--- src/hw/rtl/qpd_pkg.sv ---
package qpd_pkg;

    // Default tree height, handed to the top level as a parameter default
    localparam int MAX_LEVELS_DEF = 6;

    // Preorder symbol codes
    localparam logic [1:0] SYM_INTERIOR = 2'd0;
    localparam logic [1:0] SYM_WHITE    = 2'd1;
    localparam logic [1:0] SYM_BLACK    = 2'd2;
    localparam logic [1:0] SYM_INVALID  = 2'd3;

    // Fill colour codes
    localparam logic [1:0] COL_NONE  = 2'd0;
    localparam logic [1:0] COL_WHITE = 2'd1;
    localparam logic [1:0] COL_BLACK = 2'd2;

    // Quadrant order below an interior node; the last one closes the level
    localparam logic [1:0] QUAD_ORIGIN = 2'd0;
    localparam logic [1:0] QUAD_ROW    = 2'd1;
    localparam logic [1:0] QUAD_BOTH   = 2'd2;
    localparam logic [1:0] QUAD_LAST   = 2'd3;

    // Register indexes
    localparam logic REG_LOG2_SIDE = 1'b0;

    localparam logic [2:0]  LOG2_SIDE_RST = 3'd6;
    localparam logic [12:0] BLACK_MAX     = 13'd8191;

    // One result word
    typedef struct packed {
        logic [5:0]  fill_row;
        logic [5:0]  fill_col;
        logic [6:0]  fill_side;
        logic [1:0]  fill_colour;
        logic [12:0] black_pixels;
        logic        image_done;
        logic        symbol_error;
    } t_result;

endpackage

--- src/hw/rtl/qpd_step.sv ---
module qpd_step #(
    parameter int MAX_LEVELS = qpd_pkg::MAX_LEVELS_DEF,
    parameter int DW         = $clog2(MAX_LEVELS + 1)
) (
    input  logic [1:0]                  i_symbol,
    input  logic [2:0]                  i_levels,
    input  logic [MAX_LEVELS-1:0][1:0]  i_path,
    input  logic [DW-1:0]               i_depth,
    input  logic [12:0]                 i_black,
    input  logic                        i_complete,
    output logic [MAX_LEVELS-1:0][1:0]  o_path,
    output logic [DW-1:0]               o_depth,
    output logic [12:0]                 o_black,
    output logic                        o_complete,
    output qpd_pkg::t_result            o_res
);
    import qpd_pkg::*;

    localparam int CW = (DW > 3) ? DW : 3;

    logic [CW-1:0] w_d;
    logic [CW-1:0] w_lv;
    logic [2:0]    w_shift;
    logic [6:0]    w_row;
    logic [6:0]    w_col;
    logic [7:0]    w_side;
    logic [14:0]   w_area;
    logic [14:0]   w_sum;
    logic          w_found;
    logic [DW-1:0] w_next;

    assign w_d     = CW'(i_depth);
    assign w_lv    = CW'(i_levels);
    assign w_shift = 3'(w_lv - w_d);
    assign w_side  = 8'(1) << w_shift;
    assign w_area  = 15'(1) << {w_shift, 1'b0};
    assign w_sum   = {2'b00, i_black} + w_area;

    // Region origin from the quadrant path: each level decides one row bit and one column bit
    always_comb begin
        w_row = '0;
        w_col = '0;
        for (int k = 0; k < MAX_LEVELS; k++) begin
            if (k < int'(i_depth)) begin
                if (i_path[k] == QUAD_ROW || i_path[k] == QUAD_BOTH) begin
                    w_row = w_row | 7'(7'(1) << (int'(i_levels) - 1 - k));
                end
                if (i_path[k] == QUAD_BOTH || i_path[k] == QUAD_LAST) begin
                    w_col = w_col | 7'(7'(1) << (int'(i_levels) - 1 - k));
                end
            end
        end
    end

    // Deepest unfinished level on the path above the current node
    always_comb begin
        w_found = 1'b0;
        w_next  = '0;
        for (int j = 0; j < MAX_LEVELS; j++) begin
            if (j < int'(i_depth) && i_path[j] != QUAD_LAST) begin
                w_found = 1'b1;
                w_next  = DW'(j + 1);
            end
        end
    end

    // Next state and result word
    always_comb begin
        o_path     = i_path;
        o_depth    = i_depth;
        o_black    = i_black;
        o_complete = i_complete;
        o_res      = '0;
        if (i_complete || i_symbol == SYM_INVALID) begin
            o_res.symbol_error = 1'b1;
        end else if (i_symbol == SYM_INTERIOR) begin
            if (w_d >= w_lv) begin
                o_res.symbol_error = 1'b1;
            end else begin
                for (int k = 0; k < MAX_LEVELS; k++) begin
                    if (k == int'(i_depth)) begin
                        o_path[k] = QUAD_ORIGIN;
                    end
                end
                o_depth = DW'(i_depth + 1'b1);
            end
        end else begin
            o_res.fill_row    = w_row[5:0];
            o_res.fill_col    = w_col[5:0];
            o_res.fill_side   = w_side[6:0];
            o_res.fill_colour = (i_symbol == SYM_BLACK) ? COL_BLACK : COL_WHITE;
            if (i_symbol == SYM_BLACK) begin
                o_black = (w_sum > 15'(BLACK_MAX)) ? BLACK_MAX : w_sum[12:0];
            end
            // Pop finished levels and step to the next sibling
            if (!w_found) begin
                o_complete = 1'b1;
                o_depth    = '0;
            end else begin
                for (int k = 0; k < MAX_LEVELS; k++) begin
                    if (k + 1 == int'(w_next)) begin
                        o_path[k] = 2'(i_path[k] + 2'd1);
                    end
                end
                o_depth = w_next;
            end
        end
        o_res.black_pixels = o_black;
        o_res.image_done   = o_complete;
    end

endmodule

--- src/hw/rtl/qpd_outbuf.sv ---
module qpd_outbuf (
    input  logic             i_clk,
    input  logic             i_rst_n,
    input  logic             i_load,
    input  qpd_pkg::t_result i_res,
    input  logic             i_ready,
    output logic             o_free,
    output logic             o_valid,
    output qpd_pkg::t_result o_res
);
    import qpd_pkg::*;

    logic    r_valid;
    t_result r_res;

    // Room for a new word when empty or when the held word leaves now
    assign o_free  = !r_valid || i_ready;
    assign o_valid = r_valid;
    assign o_res   = r_res;

    // Hold the word until taken
    always_ff @(posedge i_clk) begin
        if (!i_rst_n) begin
            r_valid <= 1'b0;
        end else if (i_load) begin
            r_valid <= 1'b1;
        end else if (i_ready) begin
            r_valid <= 1'b0;
        end
    end

    always_ff @(posedge i_clk) begin
        if (i_load) begin
            r_res <= i_res;
        end
    end

endmodule

--- src/hw/rtl/quadtree_preorder_image_decoder.sv ---
// Preorder quadtree decoder: turns a stream of tree symbols into square fill regions.
// Input channel: i_valid/o_ready with i_symbol (0 interior, 1 white, 2 black, 3 invalid).
// Output channel: o_valid/i_ready with one result word for every symbol accepted:
// region row, column, side and colour, running black pixel count, a done flag
// and an error flag for rejected symbols.
// The result word is registered and appears in the cycle after its symbol is accepted.
// Throughput: one symbol per cycle unless stalled; the path update is a single
// priority encode over the quadrant path register, between state and output register.
// When the receiver stalls, the output register holds its word and o_ready drops
// only while that word is still waiting and not taken in the same cycle.
// Reset clears the path, depth, black total and done flag and sets log2_side to 6.
// Writing log2_side over the APB port restarts the decode the same way; write it
// only while no word is in flight. Side values above MAX_LEVELS act as MAX_LEVELS.
module quadtree_preorder_image_decoder #(
    parameter int MAX_LEVELS = qpd_pkg::MAX_LEVELS_DEF
) (
    input  logic        i_clk,
    input  logic        i_rst_n,
    input  logic        i_valid,
    output logic        o_ready,
    input  logic [1:0]  i_symbol,
    output logic        o_valid,
    input  logic        i_ready,
    output logic [5:0]  o_fill_row,
    output logic [5:0]  o_fill_col,
    output logic [6:0]  o_fill_side,
    output logic [1:0]  o_fill_colour,
    output logic [12:0] o_black_pixels,
    output logic        o_image_done,
    output logic        o_symbol_error,
    input  logic        psel,
    input  logic        penable,
    input  logic        pwrite,
    input  logic [2:0]  paddr,
    input  logic [31:0] pwdata,
    output logic [31:0] prdata,
    output logic        pready
);
    import qpd_pkg::*;

    localparam int DW = $clog2(MAX_LEVELS + 1);

    logic [MAX_LEVELS-1:0][1:0] r_path;
    logic [MAX_LEVELS-1:0][1:0] n_path;
    logic [DW-1:0]              r_depth;
    logic [DW-1:0]              n_depth;
    logic [12:0]                r_black;
    logic [12:0]                n_black;
    logic                       r_complete;
    logic                       n_complete;
    logic [2:0]                 r_log2_side;
    logic [2:0]                 w_levels;
    logic                       w_accept;
    logic                       w_cfg_wr;
    logic                       w_free;
    t_result                    w_res;
    t_result                    w_out;

    assign pready   = 1'b1;
    assign w_cfg_wr = psel && penable && pwrite && (paddr[2] == REG_LOG2_SIDE);
    assign prdata   = (paddr[2] == REG_LOG2_SIDE) ? {29'd0, r_log2_side} : 32'd0;

    // Clamp the image side to the path depth
    assign w_levels = (32'(r_log2_side) > MAX_LEVELS) ? 3'(MAX_LEVELS) : r_log2_side;

    assign o_ready  = w_free;
    assign w_accept = i_valid && w_free;

    qpd_step #(
        .MAX_LEVELS (MAX_LEVELS),
        .DW         (DW)
    ) u_step (
        .i_symbol   (i_symbol),
        .i_levels   (w_levels),
        .i_path     (r_path),
        .i_depth    (r_depth),
        .i_black    (r_black),
        .i_complete (r_complete),
        .o_path     (n_path),
        .o_depth    (n_depth),
        .o_black    (n_black),
        .o_complete (n_complete),
        .o_res      (w_res)
    );

    // Advance the decode state per accepted symbol; restart on a register write
    always_ff @(posedge i_clk) begin
        if (!i_rst_n) begin
            r_log2_side <= LOG2_SIDE_RST;
            r_path      <= '0;
            r_depth     <= '0;
            r_black     <= '0;
            r_complete  <= 1'b0;
        end else if (w_cfg_wr) begin
            r_log2_side <= pwdata[2:0];
            r_path      <= '0;
            r_depth     <= '0;
            r_black     <= '0;
            r_complete  <= 1'b0;
        end else if (w_accept) begin
            r_path      <= n_path;
            r_depth     <= n_depth;
            r_black     <= n_black;
            r_complete  <= n_complete;
        end
    end

    qpd_outbuf u_outbuf (
        .i_clk   (i_clk),
        .i_rst_n (i_rst_n),
        .i_load  (w_accept),
        .i_res   (w_res),
        .i_ready (i_ready),
        .o_free  (w_free),
        .o_valid (o_valid),
        .o_res   (w_out)
    );

    assign o_fill_row     = w_out.fill_row;
    assign o_fill_col     = w_out.fill_col;
    assign o_fill_side    = w_out.fill_side;
    assign o_fill_colour  = w_out.fill_colour;
    assign o_black_pixels = w_out.black_pixels;
    assign o_image_done   = w_out.image_done;
    assign o_symbol_error = w_out.symbol_error;

endmodule
--- config.mk ---
export PLATFORM = sky130hd
export DESIGN_NAME = quadtree_preorder_image_decoder
export DESIGN_NICKNAME = d
export VERILOG_FILES = /design/src/hw/rtl/qpd_pkg.sv /design/src/hw/rtl/qpd_step.sv /design/src/hw/rtl/qpd_outbuf.sv /design/src/hw/rtl/quadtree_preorder_image_decoder.sv
export SDC_FILE = /design/constraint.sdc
export NUM_CORES = 1
export LEC_CHECK = 0
export ABC_AREA = 1
export BUFFER_PORTS_ARGS = -buffer_cell sky130_fd_sc_hd__buf_2
export CAP_MARGIN = 0
export CORE_ASPECT_RATIO = 0.6
export CORE_MARGIN = 1
export CORE_UTILIZATION = 30
export DETAILED_ROUTE_END_ITERATION = 8
export GPL_TIMING_DRIVEN = 0
export SYNTH_ARGS = -nofsm -noshare
export SYNTH_HDL_FRONTEND = slang
export SYNTH_HIERARCHICAL = 1
export SYNTH_SLANG_ARGS = --single-unit
--- constraint.sdc ---
create_clock -name i_clk -period 4.9 [get_ports i_clk]
set_input_delay 0.245 -clock i_clk [delete_from_list [all_inputs] [get_ports i_clk]]
set_output_delay 0.245 -clock i_clk [all_outputs]
set_load 0.01 [all_outputs]
==> impl_metrics.ini <==
[run_status]
status = finished clean

[logic_synthesis]
synth_cell_types = 47
mappedNetlistArea_mm2 = 0.00603
ys.flop_type = edfxtp_1
synth_warnings = 6
synth-seq-cells = 69
seq_area_frac_synth = 0.289
synth-edff-count = 36
synth.avg_cell_area_um2 = 6.50
synthArstFlopShare = 0
synthCells = 928

[clock_tree]
clock-sinks = 69
post_cts_buffers = 0
cts.path.max_buffers = 2
cts_root_buffer = clkbuf_16
cts_inserted_buffers = 9
cts_hold_buf = 0
cts_tree = built
h-tree-depth = 3
clk_latency_ns = 0.33
cts.clk_slew.worst_paths_ns = 0.06

[pwr]
p_per_area_mw_per_mm2 = 260
leakage_uw = 0.00354
ir_drop_v = 0.000166

[cells_and_area]
area_growth_pct = 16.8
drive_gt1_frac = 0.159
multi_input_area_mm2 = 0.00347
register_area_mm2 = 0.00174
fin_util = 0.364
num_antenna_cells = 0
final_cell_area_mm2 = 0.00705
fin_nets = 1107
nFillCells = 2074
layout_commonest_cell = nand2_1
layout_common_cells = nand2_1 (274), nor2_1 (144), inv_1 (119)

[global_routing]
grt_pass1_vias = 5041
grt_pass1_wl_mm = 27.6
grt_max_degree = 47
grt_usage = 0.172
gr-total-overflow = 0
antenna_found_initial = 0

[setup_path]
cp.required_ns = 5.17
critical_path_arrival_ns = 4.80
path_max_fanout = 11
path_class = flip-flop to flip-flop
cp-end-kind = flip-flop
critPathLaunchType = flip-flop

[route]
wl_met2_mm = 5.58
drt_iter0_drc = 591
vias = 5903
dr_wl_met3_mm = 1.78
wl_per_cell_um = 13.4
wl_met1_mm = 9.82
dr.pass1.iters = 5
drc_errors = 0
routed_wl_mm = 17.3
ant_nets = 0
viasPerCell = 4.57
top_layer = met4

[run]
drv_cap = 0

[floorplan]
core-area_mm2 = 0.0194
ios = 115
die_w_um = 185
num_rows = 39
die_area_mm2 = 0.0207
initial_core_util = 0.311
die_h_um = 112

[place]
place_area_mm2 = 0.00674
dpl_worst_slack_ns = -0.00351
hpwl_mm = 13.8
portBuffers = 53
gp_congestion = 0.944

[timing]
fin_crit_sh = 0.925
skew_ns = 0.0105
layout_setup_ws_ns = 0.366
hold_violations = 0
drv_slew = 0
finalCriticalPeriod_ns = 4.53
max_freq_mhz = 221
final.setup.tns_ns = 0
rsz0062_at_grt = false
relSlewSlack = 0.269
finalSetupViolations = 0
tightestPinTransition_ns = 1.10

[hold_path]
hold_path.class = input port to flip-flop
[layout make-up]
cell class                 count  area share
buffer                        65      0.0657
clock buffer                   9      0.0320
clock inverter                 7      0.0105
inverter                     126      0.0678
multi-input combinational    696       0.492
sequential                    69       0.247
tap                          266      0.0472
timing repair buffer          53      0.0376
[worst paths after layout]
kind / start / to / cells past startpoint / slack (ns)
setup / recovery: r_log2_side[2]$_SDFFE_PN1P_ / r_black[10]$_SDFFE_PP0P_ / 24 / 0.37
setup reg to reg: r_log2_side[2]$_SDFFE_PN1P_ / r_black[10]$_SDFFE_PP0P_ / 24 / 0.37
hold reg to reg: r_log2_side[0]$_SDFFE_PN0P_ / r_log2_side[0]$_SDFFE_PN0P_ / 2 / 0.48
hold / removal: pwdata[2] / r_log2_side[2]$_SDFFE_PN1P_ / 3 / 0.13
[state kept, by name, indices dropped and copies added (netlist names)]
signal and flops:
r_complete 1, r_black 13, r_depth 3, r_log2_side 3, r_path 12, u_outbuf/o_valid 1
u_outbuf/o_res 36
[timing repair]
item | 4_1_cts | 5_1_grt
resized for setup | 1 | 1
pin swaps | 0 | 0
endpoints found under the setup margin | 1 | 5
[kinds of logic (layout without fill, tap and decap cells)]
kind of cell	after synthesis	after routing	synth area share
buffers and inverters	191	260	0.156
xor gates and xnor gates	8	8	0.0116
DFF	69	69	0.289
AOI/OAI and AO/OA	56	56	0.0550
and+or+nand+nor	559	559	0.397
other	2	30	0.00125
adders and majority gates	43	43	0.0904
[cell usage after synthesis (2+ instances only)]
library cell,count,share of area
nor2_1,144,0.090
nor2_4,2,0.0037
nand4_1,22,0.023
buf_4,46,0.057
buf_2,7,0.0058
nor3_1,16,0.013
edfxtp_1,36,0.18
nand2_1,274,0.17
o21bai_1,4,0.0050
dfxtp_1,33,0.11
nor4_1,7,0.0073
nor3b_1,2,0.0025
buf_6,5,0.0093
nand2_4,2,0.0037
inv_1,119,0.074
o21a_1,2,0.0025
conb_1,2,0.0012
clkbuf_1,6,0.0037
inv_2,5,0.0031
nand2_2,11,0.011
nand3_1,61,0.051
o21ai_0,13,0.011
a31oi_1,4,0.0041
or2_2,7,0.0073
a21oi_1,22,0.018
ha_1,42,0.087
nor2_2,2,0.0021
xor2_1,8,0.012
nand3b_1,6,0.0075
[power breakdown]
group / total (uW) / switching [uW] / internal, uW
Sequential: 678 / 25.4 / 652
Clock: 654 / 258 / 396
Combinational: 501 / 328 / 173
[metrics by stage]
stage | total power, uW | hold WS [ns] | instances
after floorplan | 1040 | 0.330 | 956
after global placement | 1170 | 0.463 | 1275
after CTS | 1840 | 0.123 | 1291
final | 1830 | 0.130 | 1291
after global routing | 1950 | 0.142 | 1291
after detailed placement | 1180 | 0.469 | 1275
[routing by layer]
| metal | vias up | GRT usage |
|---|---|---|
| li1 | 3046 | - |
| met2 | 248 | 0.198 |
| met1 | 2602 | 0.299 |
| met5 | - | 0 |
| met3 | 7 | 0.0448 |
| met4 | 0 | 0.0220 |
[critical path, cell delays in order, from the launching register on]
cell and delay [ns]:
dfxtp_1 0.44, a21oi_4 0.16, inv_2 0.23, ha_1 0.18
inv_1 0.06, fa_1 0.37, or2_2 0.30, nand2_1 0.21
inv_2 0.13, nor3_1 0.40, ha_1 0.26, ha_1 0.18
nand2_1 0.07, a21boi_0 0.46, nand2_1 0.10, nand2_1 0.12
nand2_1 0.08, nand2_1 0.08, xor2_1 0.15, nor2_1 0.06
nor2_1 0.15, nand2_1 0.07, nand2_1 0.06, inv_1 0.04
nor2_1 0.08
(Power assumes the default switching activity.)
